<file path="config.mk">
export PLATFORM = sky130hd
export DESIGN_NAME = accel_orientation_detector
export DESIGN_NICKNAME = d
export VERILOG_FILES = /design/src/rtl/aod_pkg.sv /design/src/rtl/aod_cfg.sv /design/src/rtl/aod_sermul.sv /design/src/rtl/accel_orientation_detector.sv
export SDC_FILE = /design/constraint.sdc
export NUM_CORES = 1
export LEC_CHECK = 0
export ABC_CLOCK_PERIOD_IN_PS = 7800
export BUFFER_PORTS_ARGS = -buffer_cell sky130_fd_sc_hd__buf_2
export CAP_MARGIN = 25
export CORE_MARGIN = 2
export CORE_UTILIZATION = 60
export CTS_BUF_LIST = sky130_fd_sc_hd__clkbuf_16
export DETAILED_ROUTE_END_ITERATION = 10
export HOLD_SLACK_MARGIN = 0.12
export PLACE_DENSITY = 0.75
export SLEW_MARGIN = 20
export SYNTH_ARGS = -nofsm -noshare
export SYNTH_HDL_FRONTEND = slang
export SYNTH_SLANG_ARGS = --single-unit
</file>
<file path="constraint.sdc">
create_clock -name i_clk -period 7.8 [get_ports i_clk]
set_input_delay 0 -clock i_clk [delete_from_list [all_inputs] [get_ports i_clk]]
set_output_delay 0 -clock i_clk [all_outputs]
set_load 0.05 [all_outputs]
</file>
<file path="src/rtl/aod_pkg.sv">
// Package: shared constants, codes and types of the orientation detector.
`timescale 1ns / 1ps
`default_nettype none
package aod_pkg;

    // Field and register widths
    localparam int OFS_BITS     = 16;
    localparam int GAIN_BITS    = 20;
    localparam int THR_BITS     = 16;
    localparam int LIM_BITS     = 16;
    localparam int Q8_BITS      = 21;
    localparam int FRAC_BITS    = 16;
    localparam int AXIS_BITS    = 2;
    localparam int STATUS_BITS  = 3;
    localparam int ORIENT_BITS  = 3;
    localparam int SAMPLE_BITS_DEF = 16;

    // Configuration port
    localparam int ADDR_BITS    = 5;
    localparam int DATA_BITS    = 32;
    localparam int REG_IDX_BITS = 3;

    // Register reset values
    localparam logic [GAIN_BITS-1:0] GAIN_RST = GAIN_BITS'(160678);
    localparam logic [LIM_BITS-1:0]  LIM_RST  = LIM_BITS'(2688);

    typedef enum logic [REG_IDX_BITS-1:0] {
        REG_OFS_X   = 3'd0,
        REG_OFS_Y   = 3'd1,
        REG_OFS_Z   = 3'd2,
        REG_GAIN    = 3'd3,
        REG_TILT    = 3'd4,
        REG_MAG_LIM = 3'd5
    } t_reg_idx;

    typedef logic [AXIS_BITS-1:0] t_axis;
    localparam t_axis AX_X     = 2'd0;
    localparam t_axis AX_Y     = 2'd1;
    localparam t_axis AX_Z     = 2'd2;
    localparam t_axis AX_OTHER = 2'd3;

    typedef logic [STATUS_BITS-1:0] t_status;
    localparam t_status ST_ROTATED   = 3'd0;
    localparam t_status ST_UNCHANGED = 3'd1;
    localparam t_status ST_MAG_REJ   = 3'd2;
    localparam t_status ST_FACE_UP   = 3'd3;
    localparam t_status ST_FACE_DOWN = 3'd4;
    localparam t_status ST_TIE       = 3'd5;
    localparam t_status ST_DEAD_ZONE = 3'd6;

    typedef logic [ORIENT_BITS-1:0] t_orient;
    localparam t_orient OR_RIGHT    = 3'd0;
    localparam t_orient OR_LEFT     = 3'd1;
    localparam t_orient OR_NORMAL   = 3'd2;
    localparam t_orient OR_INVERTED = 3'd3;
    localparam t_orient OR_UNKNOWN  = 3'd4;

    typedef struct packed {
        logic signed [OFS_BITS-1:0] offset_x;
        logic signed [OFS_BITS-1:0] offset_y;
        logic signed [OFS_BITS-1:0] offset_z;
        logic [GAIN_BITS-1:0]       scale_gain;
        logic [THR_BITS-1:0]        tilt_threshold;
        logic [LIM_BITS-1:0]        magnitude_limit;
    } t_cfg;

endpackage
`default_nettype wire

</file>
<file path="src/rtl/aod_cfg.sv">
// Register file behind the APB-style configuration port.
`timescale 1ns / 1ps
`default_nettype none
module aod_cfg (
    input  wire                             i_clk,
    input  wire                             i_rst_n,
    input  wire                             psel,
    input  wire                             penable,
    input  wire                             pwrite,
    input  wire  [aod_pkg::ADDR_BITS-1:0]   paddr,
    input  wire  [aod_pkg::DATA_BITS-1:0]   pwdata,
    output logic [aod_pkg::DATA_BITS-1:0]   prdata,
    output logic                            pready,
    output aod_pkg::t_cfg                   o_cfg
);
    import aod_pkg::*;

    t_cfg     r_cfg;
    t_reg_idx idx;
    logic     wr_en;

    assign idx    = t_reg_idx'(paddr[ADDR_BITS-1:2]);
    assign wr_en  = psel && penable && pwrite;
    assign pready = 1'b1;
    assign o_cfg  = r_cfg;

    always_ff @(posedge i_clk) begin
        if (!i_rst_n) begin
            r_cfg.offset_x        <= '0;
            r_cfg.offset_y        <= '0;
            r_cfg.offset_z        <= '0;
            r_cfg.scale_gain      <= GAIN_RST;
            r_cfg.tilt_threshold  <= '0;
            r_cfg.magnitude_limit <= LIM_RST;
        end else if (wr_en) begin
            case (idx)
                REG_OFS_X:   r_cfg.offset_x        <= pwdata[OFS_BITS-1:0];
                REG_OFS_Y:   r_cfg.offset_y        <= pwdata[OFS_BITS-1:0];
                REG_OFS_Z:   r_cfg.offset_z        <= pwdata[OFS_BITS-1:0];
                REG_GAIN:    r_cfg.scale_gain      <= pwdata[GAIN_BITS-1:0];
                REG_TILT:    r_cfg.tilt_threshold  <= pwdata[THR_BITS-1:0];
                REG_MAG_LIM: r_cfg.magnitude_limit <= pwdata[LIM_BITS-1:0];
                default: ;
            endcase
        end
    end

    // offsets read back sign-extended
    always_comb begin
        case (idx)
            REG_OFS_X:   prdata = DATA_BITS'(r_cfg.offset_x);
            REG_OFS_Y:   prdata = DATA_BITS'(r_cfg.offset_y);
            REG_OFS_Z:   prdata = DATA_BITS'(r_cfg.offset_z);
            REG_GAIN:    prdata = DATA_BITS'(r_cfg.scale_gain);
            REG_TILT:    prdata = DATA_BITS'(r_cfg.tilt_threshold);
            REG_MAG_LIM: prdata = DATA_BITS'(r_cfg.magnitude_limit);
            default:     prdata = '0;
        endcase
    end

endmodule
`default_nettype wire

</file>
<file path="src/rtl/aod_sermul.sv">
// Bit-serial unsigned shift-add multiplier, one multiplier bit per cycle.
`timescale 1ns / 1ps
`default_nettype none
module aod_sermul #(
    parameter int AW = 21,
    parameter int BW = 21
) (
    input  wire              i_clk,
    input  wire              i_rst_n,
    input  wire              i_start,
    input  wire  [AW-1:0]    i_a,
    input  wire  [BW-1:0]    i_b,
    output logic             o_done,
    output logic [AW+BW-1:0] o_prod
);
    localparam int PW = AW + BW;
    localparam int CW = $clog2(BW + 1);

    logic [PW-1:0] r_a;
    logic [BW-1:0] r_b;
    logic [PW-1:0] r_acc;
    logic [CW-1:0] r_cnt;
    logic          r_busy;
    logic          r_done;

    always_ff @(posedge i_clk) begin
        if (!i_rst_n) begin
            r_busy <= 1'b0;
            r_done <= 1'b0;
            r_cnt  <= '0;
        end else if (i_start) begin
            r_busy <= 1'b1;
            r_done <= 1'b0;
            r_cnt  <= CW'(BW);
        end else if (r_busy) begin
            r_cnt <= r_cnt - 1'b1;
            if (r_cnt == CW'(1)) begin
                r_busy <= 1'b0;
                r_done <= 1'b1;
            end
        end else begin
            r_done <= 1'b0;
        end
    end

    always_ff @(posedge i_clk) begin
        if (i_start) begin
            r_a   <= PW'(i_a);
            r_b   <= i_b;
            r_acc <= '0;
        end else if (r_busy) begin
            if (r_b[0]) begin
                r_acc <= r_acc + r_a;
            end
            r_a <= r_a << 1;
            r_b <= r_b >> 1;
        end
    end

    assign o_done = r_done;
    assign o_prod = r_acc;

    a_start_idle: assert property (@(posedge i_clk) disable iff (!i_rst_n)
        i_start |-> !r_busy)
        else $error("multiplier restarted while busy");

endmodule
`default_nettype wire

</file>
<file path="src/rtl/accel_orientation_detector.sv">
// Top level: accelerometer orientation detector with a shared serial multiplier.
// An x/y item is only scaled; a z item is scaled, then x^2, y^2, z^2 and limit^2 are
//   formed, then decided, using the 21-step serial multiplier five times in turn.
// Throughput: one item at a time; the next item is taken once the sequencer is back
//   in idle, while a finished result may still sit in the output register.
// Ignored items (not absolute, or axis code 3) are taken in idle and give no result.
// Reset (synchronous, active low): registers to their defaults, stored axes to zero,
//   orientation to unknown, output register empty.
`timescale 1ns / 1ps
`default_nettype none
module accel_orientation_detector #(
    parameter int SAMPLE_BITS = aod_pkg::SAMPLE_BITS_DEF
) (
    input  wire                                i_clk,
    input  wire                                i_rst_n,
    // input channel
    input  wire                                i_in_valid,
    output logic                               o_in_stall,
    input  wire                                i_event_is_abs,
    input  wire  [aod_pkg::AXIS_BITS-1:0]      i_axis_code,
    input  wire  signed [SAMPLE_BITS-1:0]      i_sample,
    // output channel
    output logic                               o_out_valid,
    input  wire                                i_out_stall,
    output logic [aod_pkg::STATUS_BITS-1:0]    o_status,
    output logic [aod_pkg::ORIENT_BITS-1:0]    o_current_orientation,
    // configuration port
    input  wire                                psel,
    input  wire                                penable,
    input  wire                                pwrite,
    input  wire  [aod_pkg::ADDR_BITS-1:0]      paddr,
    input  wire  [aod_pkg::DATA_BITS-1:0]      pwdata,
    output logic [aod_pkg::DATA_BITS-1:0]      prdata,
    output logic                               pready
);
    import aod_pkg::*;

    // difference width: holds sample - offset without overflow
    localparam int DW = ((SAMPLE_BITS > OFS_BITS) ? SAMPLE_BITS : OFS_BITS) + 1;
    // multiplier operand widths: A takes |diff|, |axis| or limit; B gain, |axis| or limit
    localparam int AW = (DW > Q8_BITS) ? DW : Q8_BITS;
    localparam int BW = Q8_BITS;
    localparam int PW = AW + BW;
    localparam int SW = PW + 2;      // room for three squares

    typedef enum logic [6:0] {
        S_IDLE   = 7'b0000001,
        S_SCALE  = 7'b0000010,
        S_SQX    = 7'b0000100,
        S_SQY    = 7'b0001000,
        S_SQZ    = 7'b0010000,
        S_SQL    = 7'b0100000,
        S_DECIDE = 7'b1000000
    } t_state;

    t_cfg cfg;

    aod_cfg u_cfg (
        .i_clk   (i_clk),
        .i_rst_n (i_rst_n),
        .psel    (psel),
        .penable (penable),
        .pwrite  (pwrite),
        .paddr   (paddr),
        .pwdata  (pwdata),
        .prdata  (prdata),
        .pready  (pready),
        .o_cfg   (cfg)
    );

    // ---------------------------------------------------------------------
    // State
    // ---------------------------------------------------------------------
    t_state                      r_state, n_state;
    t_axis                       r_axis;
    logic                        r_neg;
    logic signed [Q8_BITS-1:0]   r_x, r_y, r_z;
    logic signed [Q8_BITS-1:0]   n_x, n_y, n_z;
    t_orient                     r_orient, n_orient;
    logic [SW-1:0]               r_sum, n_sum;
    logic                        r_out_valid, n_out_valid;
    t_status                     r_out_status, n_out_status;
    t_orient                     r_out_orient, n_out_orient;

    // ---------------------------------------------------------------------
    // Shared serial multiplier
    // ---------------------------------------------------------------------
    logic          mul_start;
    logic [AW-1:0] mul_a;
    logic [BW-1:0] mul_b;
    logic          mul_done;
    logic [PW-1:0] mul_prod;

    aod_sermul #(
        .AW (AW),
        .BW (BW)
    ) u_mul (
        .i_clk   (i_clk),
        .i_rst_n (i_rst_n),
        .i_start (mul_start),
        .i_a     (mul_a),
        .i_b     (mul_b),
        .o_done  (mul_done),
        .o_prod  (mul_prod)
    );

    // ---------------------------------------------------------------------
    // Input side: offset removal and magnitude, taken into the multiplier
    // ---------------------------------------------------------------------
    logic                      in_acc;
    logic                      in_useful;
    logic signed [DW-1:0]      in_ofs;
    logic signed [DW-1:0]      in_diff;
    logic [DW-1:0]             in_mag;

    assign o_in_stall = (r_state != S_IDLE);
    assign in_acc     = i_in_valid && (r_state == S_IDLE);
    assign in_useful  = i_event_is_abs && (i_axis_code != AX_OTHER);

    always_comb begin
        case (i_axis_code)
            AX_X:    in_ofs = DW'(cfg.offset_x);
            AX_Y:    in_ofs = DW'(cfg.offset_y);
            default: in_ofs = DW'(cfg.offset_z);
        endcase
    end

    assign in_diff = DW'(i_sample) - in_ofs;
    assign in_mag  = in_diff[DW-1] ? DW'(-in_diff) : DW'(in_diff);

    // ---------------------------------------------------------------------
    // Scaled result: sign back on, floor by 2^16 (arithmetic shift), saturate
    // ---------------------------------------------------------------------
    logic signed [PW:0]        sc_prod;
    logic signed [PW:0]        sc_shift;
    logic                      sc_hi_any, sc_hi_all;
    logic signed [Q8_BITS-1:0] sc_val;

    assign sc_prod   = r_neg ? -$signed({1'b0, mul_prod}) : $signed({1'b0, mul_prod});
    assign sc_shift  = sc_prod >>> FRAC_BITS;
    assign sc_hi_any = |sc_shift[PW:Q8_BITS-1];
    assign sc_hi_all = &sc_shift[PW:Q8_BITS-1];

    always_comb begin
        if (sc_shift[PW] && !sc_hi_all) begin
            sc_val = {1'b1, {(Q8_BITS-1){1'b0}}};
        end else if (!sc_shift[PW] && sc_hi_any) begin
            sc_val = {1'b0, {(Q8_BITS-1){1'b1}}};
        end else begin
            sc_val = sc_shift[Q8_BITS-1:0];
        end
    end

    // ---------------------------------------------------------------------
    // Axis magnitudes and the orientation decision
    // ---------------------------------------------------------------------
    logic [Q8_BITS-1:0]      abs_x, abs_y, abs_z;
    logic signed [Q8_BITS:0] thr_pos, thr_neg;
    logic signed [Q8_BITS:0] dom_val;
    t_orient                 dom_pos, dom_neg, want;
    logic                    over_lim;
    t_status                 dec_status;
    t_orient                 dec_orient;

    assign abs_x   = r_x[Q8_BITS-1] ? Q8_BITS'(-r_x) : Q8_BITS'(r_x);
    assign abs_y   = r_y[Q8_BITS-1] ? Q8_BITS'(-r_y) : Q8_BITS'(r_y);
    assign abs_z   = r_z[Q8_BITS-1] ? Q8_BITS'(-r_z) : Q8_BITS'(r_z);
    assign thr_pos = $signed((Q8_BITS+1)'(cfg.tilt_threshold));
    assign thr_neg = -thr_pos;

    // limit squared sits in the multiplier at decision time
    assign over_lim = r_sum > SW'(mul_prod);

    always_comb begin
        dom_val = (Q8_BITS+1)'(r_y);
        dom_pos = OR_NORMAL;
        dom_neg = OR_INVERTED;
        if (abs_x > abs_y && abs_x > abs_z) begin
            dom_val = (Q8_BITS+1)'(r_x);
            dom_pos = OR_RIGHT;
            dom_neg = OR_LEFT;
        end
        want = (dom_val > thr_pos) ? dom_pos : dom_neg;

        dec_orient = r_orient;
        if (over_lim) begin
            dec_status = ST_MAG_REJ;
        end else if ((abs_x > abs_y && abs_x > abs_z) ||
                     (abs_y > abs_x && abs_y > abs_z)) begin
            if (dom_val > thr_pos || dom_val < thr_neg) begin
                if (r_orient == want) begin
                    dec_status = ST_UNCHANGED;
                end else begin
                    dec_status = ST_ROTATED;
                    dec_orient = want;
                end
            end else begin
                dec_status = ST_DEAD_ZONE;
            end
        end else if (abs_z > abs_x && abs_z > abs_y) begin
            dec_status = (r_z > 0) ? ST_FACE_UP : ST_FACE_DOWN;
        end else begin
            dec_status = ST_TIE;
        end
    end

    // ---------------------------------------------------------------------
    // Sequencer: scale, then for a z item x^2, y^2, z^2, limit^2, decide
    // ---------------------------------------------------------------------
    always_comb begin
        n_state      = r_state;
        n_x          = r_x;
        n_y          = r_y;
        n_z          = r_z;
        n_orient     = r_orient;
        n_sum        = r_sum;
        n_out_valid  = r_out_valid;
        n_out_status = r_out_status;
        n_out_orient = r_out_orient;
        mul_start    = 1'b0;
        mul_a        = AW'(in_mag);
        mul_b        = BW'(cfg.scale_gain);

        if (r_out_valid && !i_out_stall) begin
            n_out_valid = 1'b0;
        end

        case (r_state)
            S_IDLE: begin
                if (in_acc && in_useful) begin
                    mul_start = 1'b1;
                    n_state   = S_SCALE;
                end
            end
            S_SCALE: begin
                mul_a = AW'(abs_x);
                mul_b = abs_x;
                if (mul_done) begin
                    case (r_axis)
                        AX_X:    n_x = sc_val;
                        AX_Y:    n_y = sc_val;
                        default: n_z = sc_val;
                    endcase
                    if (r_axis == AX_Z) begin
                        mul_start = 1'b1;
                        n_state   = S_SQX;
                    end else begin
                        n_state = S_IDLE;
                    end
                end
            end
            S_SQX: begin
                mul_a = AW'(abs_y);
                mul_b = abs_y;
                if (mul_done) begin
                    n_sum     = SW'(mul_prod);
                    mul_start = 1'b1;
                    n_state   = S_SQY;
                end
            end
            S_SQY: begin
                mul_a = AW'(abs_z);
                mul_b = abs_z;
                if (mul_done) begin
                    n_sum     = r_sum + SW'(mul_prod);
                    mul_start = 1'b1;
                    n_state   = S_SQZ;
                end
            end
            S_SQZ: begin
                mul_a = AW'(cfg.magnitude_limit);
                mul_b = BW'(cfg.magnitude_limit);
                if (mul_done) begin
                    n_sum     = r_sum + SW'(mul_prod);
                    mul_start = 1'b1;
                    n_state   = S_SQL;
                end
            end
            S_SQL: begin
                if (mul_done) begin
                    n_state = S_DECIDE;
                end
            end
            S_DECIDE: begin
                // wait for the output register to be free
                if (!r_out_valid || !i_out_stall) begin
                    n_out_valid  = 1'b1;
                    n_out_status = dec_status;
                    n_out_orient = dec_orient;
                    n_orient     = dec_orient;
                    n_state      = S_IDLE;
                end
            end
            default: begin
                n_state = S_IDLE;
            end
        endcase
    end

    always_ff @(posedge i_clk) begin
        if (!i_rst_n) begin
            r_state     <= S_IDLE;
            r_x         <= '0;
            r_y         <= '0;
            r_z         <= '0;
            r_orient    <= OR_UNKNOWN;
            r_out_valid <= 1'b0;
        end else begin
            r_state     <= n_state;
            r_x         <= n_x;
            r_y         <= n_y;
            r_z         <= n_z;
            r_orient    <= n_orient;
            r_out_valid <= n_out_valid;
        end
    end

    // payload registers
    always_ff @(posedge i_clk) begin
        if (in_acc) begin
            r_axis <= i_axis_code;
            r_neg  <= in_diff[DW-1];
        end
        r_sum        <= n_sum;
        r_out_status <= n_out_status;
        r_out_orient <= n_out_orient;
    end

    assign o_out_valid           = r_out_valid;
    assign o_status              = r_out_status;
    assign o_current_orientation = r_out_orient;

    // ---------------------------------------------------------------------
    // Assertions
    // ---------------------------------------------------------------------
    a_orient_with_result: assert property (@(posedge i_clk) disable iff (!i_rst_n)
        !$stable(r_orient) |-> (r_out_valid && (r_out_orient == r_orient)))
        else $error("orientation changed without a matching result");

    a_decide_delivers: assert property (@(posedge i_clk) disable iff (!i_rst_n)
        (r_state == S_DECIDE && !r_out_valid) |=> r_out_valid)
        else $error("decision with free output register gave no result");

    a_mul_done_in_seq: assert property (@(posedge i_clk) disable iff (!i_rst_n)
        mul_done |-> (r_state != S_IDLE && r_state != S_DECIDE))
        else $error("multiplier finished outside a multiply step");

endmodule
`default_nettype wire
</file>
==> run_results.csv, run 1 <==
group,metric,value,unit
critical_path,worstPathArrival,7.53,ns
logic_synthesis,yosysTopAreaCell,"dfxtp_1",
power,p_leak,11.58,nW
route,detail_route.first_pass.iterations,6,
layout,seq_area,7737,um2
floorplan,core,41670,um2
sta,holdWs,0.1462,ns
critical_path,critPathSlowestCell,"dfxtp_1",
layout,multiInputGateArea,16310,um2
run,maxCapViolCount,0,
sta,worst_slew_pin_slew,1.165,ns
layout,area_delta_synth_final,10.12,%
cts,clock_path_buffers,3,
critical_path,crit_path_max_fanout,23,
sta,finClkSkew,0.02952,ns
layout,layout_commonest_cell,"nand2_1",
logic_synthesis,ys_seq_area_frac,0.3071,
sta,hold_viol_final,0,
logic_synthesis,synthArstFlopShare,0,
floorplan,die_y,208.9,um
global_route,grt_pass1_vias,21760,
logic_synthesis,syn_area_per_cell,8.131,um2
logic_synthesis,synth_edf_count,95,
global_route,grt_pass1_wl,119900,um
floorplan,rows,75,
route,postRouteAntennaNets,0,
logic_synthesis,ys_ff_latch,339,
sta,slew_headroom,0.2036,
floorplan,boundaryPins,104,
layout,num_antenna_cells,0,
critical_path,cp_slowest_stage_delay,0.86,ns
global_route,grt_max_degree,102,
cts,cts_tree,"done",
route,drc,0,
critical_path,crit_top_cell,"a21oi_1",
logic_synthesis,synth_area,25200,um2
critical_path,crit_required,8.22,ns
floorplan,dieArea,43650,um2
sta,rsz0062_at_grt,"false",
logic_synthesis,syn_inst,3099,
route,drt_iter0_markers,2126,
route,num_vias,23388,
sta,period_share,0.9124,
cts,root_buffer,"clkbuf_16",
min_path,min-delay-path-class,"in2reg",
placed_design,detailed_place_hpwl,57230,um
placed_design,gp_congestion,0.9738,
sta,period_needed,7.117,ns
route,viasPerCell,6.275,
sta,setup_viol,0,
power,power.density,194.3,nW/um2
route,totalWireLength,77410,um
logic_synthesis,synth_warnings,0,
layout,fillers,3582,
global_route,gr-usage-all-layers,0.3452,
layout,layout_common_cells,"457 x nand2_1, 263 x nor2_1, 260 x a21oi_1",
logic_synthesis,synth_cell_types,93,
run_status,status,"finished, final reports clean",
floorplan,initial_core_util,0.6048,
critical_path,crit_type,"reg2reg",
cts,numCtsBuffers,41,
global_route,grt_overflow,0,
logic_synthesis,yosys.area.top_type_share,0.1939,
cts,clock_latency,0.59,ns
cts,h-tree-depth,2,
power,irDropWorstVdd,0.0001748,V
cts,cts.sinks,339,
logic_synthesis,synth_nets,3398,
sta,fin_tns_setup,0,ns
power,power,5.392,mW
placed_design,io_buffers,88,
route,routedWlPerCell,20.77,um
sta,fmax,0.1405,GHz
logic_synthesis,synth_ff_type,"dfxtp_1",
sta,slew_violations,0,
layout,nNetsFinal,3454,
critical_path,critPathLaunchType,"flip-flop",
critical_path,end_kind,"flip-flop",
logic_synthesis,synth_area_leaders,"dfxtp_1 19%, ha_1 12%, edfxtp_1 11%, nand2_1 6.8%, a21oi_1 5.2%",
cts,clk_pin_slew,0.06,ns
layout,layout-drive-gt1-share,0.07497,
floorplan,fp.dieW,208.9,um
global_route,grt_antenna_before_repair,0,
## worst max-delay path: cells and delay by family (launching register included)
kind / cells / cell delay [ns]
multiplexers: 2 / 0.83
buffers and inverters: 2 / 0.44
flip-flops: 1 / 0.86
AND/OR/NAND/NOR: 7 / 1.23
adder cells (fa/ha/maj): 2 / 0.64
AO/OA/AOI/OAI: 15 / 2.96
## cell type report
class,count,area share
clock inverters,31,0.007170
inverters,161,0.02178
multi-input cells,2451,0.5877
well taps,539,0.02430
flip-flops and latches,339,0.2788
repair buffers,161,0.03964
clock buffers,45,0.04058
## worst paths after layout
| path | start | end | slack (ns) | cells past startpoint |
|---|---|---|---|---|
| setup / recovery | r_y[20]$_SDFFE_PN0P_ | r_orient[2]$_SDFFE_PN1P_ | 0.68 | 28 |
| hold reg to reg | u_cfg.o_cfg[90]$_SDFFE_PN0P_ | u_cfg.o_cfg[90]$_SDFFE_PN0P_ | 0.47 | 2 |
| hold / removal | psel | u_cfg.o_cfg[42]$_SDFFE_PN0P_ | 0.15 | 5 |
| setup reg to reg | r_y[20]$_SDFFE_PN0P_ | r_orient[2]$_SDFFE_PN1P_ | 0.68 | 28 |
## where the power goes
group | internal (mW) | switching (mW)
registers | 1.92 | 0.119
clock network | 1.10 | 0.805
logic | 0.556 | 0.887
## per-stage QoR
stage | setup WS (ns) | cell area (um2) | utilization | std cells
2_1_floorplan | 1.466 | 25200 | - | 3099
3_3_place_gp | 0.9215 | 26020 | 0.6245 | 3613
3_5_place_dp | 0.8268 | 26060 | 0.6254 | 3615
4_1_cts | 0.7715 | 27700 | 0.6649 | 3723
5_1_grt | 0.1715 | 27750 | 0.6660 | 3727
6_report | 0.6833 | 27750 | 0.6660 | 3727
## registers in the layout (all words and copies together), names as in the netlist, 5 cells and up
name          cells
r_y              21
r_state           7
u_mul.o_prod     42
u_cfg.o_cfg     100
r_x              21
r_z              21
r_sum            44
u_mul.r_a        42
u_mul.r_cnt       5
u_mul.r_b        21
## cells by family after synthesis
family	synth area share
compound gates	0.2196
xor+xnor	0.06952
fa+ha+maj	0.1206
buf+inv	0.04846
flops	0.3071
mux	0.03938
other cells	0.0001488
simple gates	0.1953
## cell usage after synthesis, drive strengths merged, types with 16 or more instances
master / number
o21bai: 31
nand3: 53
o21ai: 138
nand2b: 25
nor2: 268
nand2: 457
and3: 20
o22ai: 17
o31ai: 32
nor2b: 36
a22o: 62
mux2i: 71
clkbuf: 119
a21boi: 86
xor2: 50
a31oi: 28
mux2: 23
nor3: 51
edfxtp: 95
or3: 29
nand4: 31
xnor2: 147
a21o: 42
ha: 233
inv: 161
o221ai: 16
buf: 29
a21oi: 262
nor4: 32
dfxtp: 244
o21a: 21
## routing by layer
| layer | GRT usage | vias up | routed length [um] |
|---|---|---|---|
| met2 | 0.5580 | 966 | 35310 |
| li1 | - | 11160 | - |
| met3 | 0.07259 | 165 | 6761 |
| met1 | 0.4537 | 11097 | 32260 |
| met4 | 0.1323 | 0 | 3089 |
| met5 | 0 | - | 0 |
## what timing repair did
| action | in CTS | in global routing |
|---|---|---|
| setup endpoints to repair | 0 | 0 |
| buffers inserted | 0 | 0 |
| hold endpoints to repair | 115 | 2 |
| hold buffers | 32 | 2 |
| gates resized for setup | 0 | 0 |
Power figures use the tool's default switching activity.
==> run 2: changes to the inputs <==
--- a/config.mk
+++ b/config.mk
@@ -5,16 +5,15 @@
 export SDC_FILE = /design/constraint.sdc
 export NUM_CORES = 1
 export LEC_CHECK = 0
-export ABC_CLOCK_PERIOD_IN_PS = 7800
+export ABC_CLOCK_PERIOD_IN_PS = 5900
 export BUFFER_PORTS_ARGS = -buffer_cell sky130_fd_sc_hd__buf_2
 export CAP_MARGIN = 25
 export CORE_MARGIN = 2
-export CORE_UTILIZATION = 60
+export CORE_UTILIZATION = 57
 export CTS_BUF_LIST = sky130_fd_sc_hd__clkbuf_16
 export DETAILED_ROUTE_END_ITERATION = 10
 export HOLD_SLACK_MARGIN = 0.12
-export PLACE_DENSITY = 0.75
-export SLEW_MARGIN = 20
+export PLACE_DENSITY = 0.74
 export SYNTH_ARGS = -nofsm -noshare
 export SYNTH_HDL_FRONTEND = slang
 export SYNTH_SLANG_ARGS = --single-unit
==> constraint.sdc (replaced) <==
create_clock -name i_clk -period 5.9 [get_ports i_clk]
set_input_delay 0 -clock i_clk [delete_from_list [all_inputs] [get_ports i_clk]]
set_output_delay 0 -clock i_clk [all_outputs]
set_load 0.05 [all_outputs]
==> run 2 against run 1 <==
The flow now finishes with violations (setup timing). Via count increased by 3.6%. Design area increased by 5.4%. Register-to-register slack worse by 0.84 ns. Clock power increased by 23%. Cell count rose by 5.7%. Clock-buffer cell count fell by 3. Largest cell class unchanged. Highest routed layer unchanged.
==> run_results.csv, run 2 (same netlist as run 1, synthesis figures left out) <==
group,metric,value,unit
sta,setup_viol,9,
cts,clock_path_buffers,3,
layout,layout_common_cells,"456 x nand2_1, 261 x nor2_1, 255 x a21oi_1",
power,sw_frac_of_total,0.3352,
critical_path,cp_slowest_stage_delay,0.54,ns
route,viasPerCell,6.149,
sta,holdWs,0.1425,ns
route,drt_iter0_markers,2099,
route,drc,0,
critical_path,reg2reg_from,"r_x[4]$_SDFFE_PN0P_",
run,maxCapViolCount,0,
floorplan,core,43930,um2
placed_design,detailed_place_hpwl,61690,um
global_route,grt_pass1_vias,23135,
sta,rsz0062_at_grt,"true",
global_route,grt_max_degree,102,
sta,slew_headroom,0.2543,
run_status,violations,"setup timing",
critical_path,cpLargestDelayFamily,"compound AO/OA/AOI/OAI gates",
power,seq_power_share,0.388,
sta,final.setup.worst_slack,-0.1525,ns
route,totalWireLength,81330,um
route,routedWlPerCell,20.64,um
critical_path,crit_required,6.29,ns
cts,h-tree-depth,2,
critical_path,crit_path_max_fanout,5,
sta,worst_slew_pin_slew,1.090,ns
floorplan,fp.dieW,214.3,um
critical_path,critPathSlowestCell,"or4_4",
critical_path,startpoint,"r_x[4]$_SDFFE_PN0P_",
min_path,min_from,"psel",
run_status,status,"finished, violations left",
sta,fmax,0.1652,GHz
critical_path,end_kind,"flip-flop",
sta,period_share,1.026,
layout,fin_util,0.6657,
cts,root_buffer,"clkbuf_16",
critical_path,worstPathArrival,6.45,ns
floorplan,die_y,214.3,um
global_route,gr-usage-all-layers,0.3430,
layout,largest_register_ffs,100,
critical_path,crit_type,"reg2reg",
critical_path,cp_num_buf_inv,4,
floorplan,rows,77,
cts,clock_latency,0.58,ns
placed_design,io_buffers,88,
sta,slew_violations,0,
cts,cts_tree,"done",
sta,hold_viol_final,0,
global_route,grt_overflow,0,
sta,finClkSkew,0.02518,ns
layout,layout-drive-gt1-share,0.1314,
route,postRouteAntennaNets,0,
placed_design,pre_cts_slack,-0.2609,ns
power,p_sw,2.326,mW
layout,layout_commonest_cell,"nand2_1",
layout,area_delta_synth_final,16.06,%
floorplan,boundaryPins,104,
power,intPower,4.614,mW
placed_design,gp_congestion,1.026,
layout,nNetsFinal,3619,
floorplan,dieArea,45910,um2
power,irDropWorstVdd,0.0002587,V
route,detail_route.first_pass.iterations,6,
power,power.density,237.3,nW/um2
route,num_vias,24227,
sta,fin_tns_setup,-0.7899,ns
critical_path,critPathLaunchType,"flip-flop",
cts,clk_pin_slew,0.06,ns
global_route,grt_pass1_wl,126100,um
sta,period_needed,6.052,ns
cts,cts.sinks,339,
cts,numCtsBuffers,39,
power,comb_power_share,0.276,
global_route,grt_antenna_before_repair,1,
layout,num_antenna_cells,0,
min_path,min-delay-path-class,"in2reg",
power,p_leak,12.43,nW
floorplan,initial_core_util,0.5736,
power,pwr-share-clk,0.337,
==> run 2: changes by cell type in the layout (fill, tap and decap cells not counted), sizes merged <==
cell | before | now
buf | 125 | 295
bufinv | 2 | 1
inv | 168 | 172
clkbuf | 47 | 42
clkinvlp | 1 | 0
clkinv | 21 | 15
dlygate4sd3 | 34 | 32
clkdlybuf4s18 | 0 | 1
==> run 2: power by group through the flow <==
stage | sequential, mW | combinational, mW | clock, mW
after floorplan | 2.68 | 1.41 | 0
after CTS | 2.69 | 1.88 | 2.36
final | 2.69 | 1.91 | 2.34
after detailed placement | 2.74 | 1.83 | 0
after global placement | 2.73 | 1.78 | 0
after global routing | 2.70 | 2.11 | 2.44
==> run 2: final timing paths <==
kind	to	slack (ns)	depth (start not counted)
worst min register to register	u_cfg.o_cfg[87]$_SDFFE_PN0P_	0.48	2
worst min-delay path	u_cfg.o_cfg[90]$_SDFFE_PN0P_	0.14	5
worst max register to register	o_status[0]$_SDFFCE_PP0P_	-0.15	26
worst max-delay path	o_status[0]$_SDFFCE_PP0P_	-0.15	26
==> run 2: through the flow <==
stage	instance area, um2	cells	power [mW]
after floorplan	25240	3099	4.084
after global placement	27310	3822	4.511
after detailed placement	27370	3827	4.567
after CTS	29110	3934	6.931
after global routing	29250	3940	7.260
final	29250	3940	6.941
==> run 2: repair_timing <==
| item | 4_1_cts | 5_1_grt |
|---|---|---|
| pin swaps | 14 | 29 |
| setup buffers | 6 | 5 |
| endpoints found under the hold margin | 122 | 0 |
| hold buffers | 32 | 0 |
| resized for setup | 33 | 22 |
| setup endpoints to repair | 9 | 9 |
==> run 2: layout make-up <==
cell class / count / area [um2]
fill: 3731 / 14690
sequential: 339 / 7740
clock inverter: 27 / 162.7
tap: 592 / 740.7
timing repair buffer: 328 / 2379
inverter: 161 / 604.3
clock buffer: 42 / 1051
multi-input combinational: 2451 / 16570
==> run 2: metal layers <==
metal | wire length (um) | vias up | GRT usage | share of wire
met1 | 34090 | 11510 | 0.4437 | 0.42
li1 | - | 11503 | - | -
met3 | 6180 | 213 | 0.05418 | 0.076
met2 | 37560 | 1001 | 0.5719 | 0.46
met5 | 0 | - | 0 | 0
met4 | 3504 | 0 | 0.1412 | 0.043
==> run 2: worst min-delay path: cells and delay by family <==
family | cells | cell delay (ns)
AO/OA/AOI/OAI | 1 | 0.05
AND/OR/NAND/NOR | 3 | 0.50
buffers and inverters | 1 | 0.10
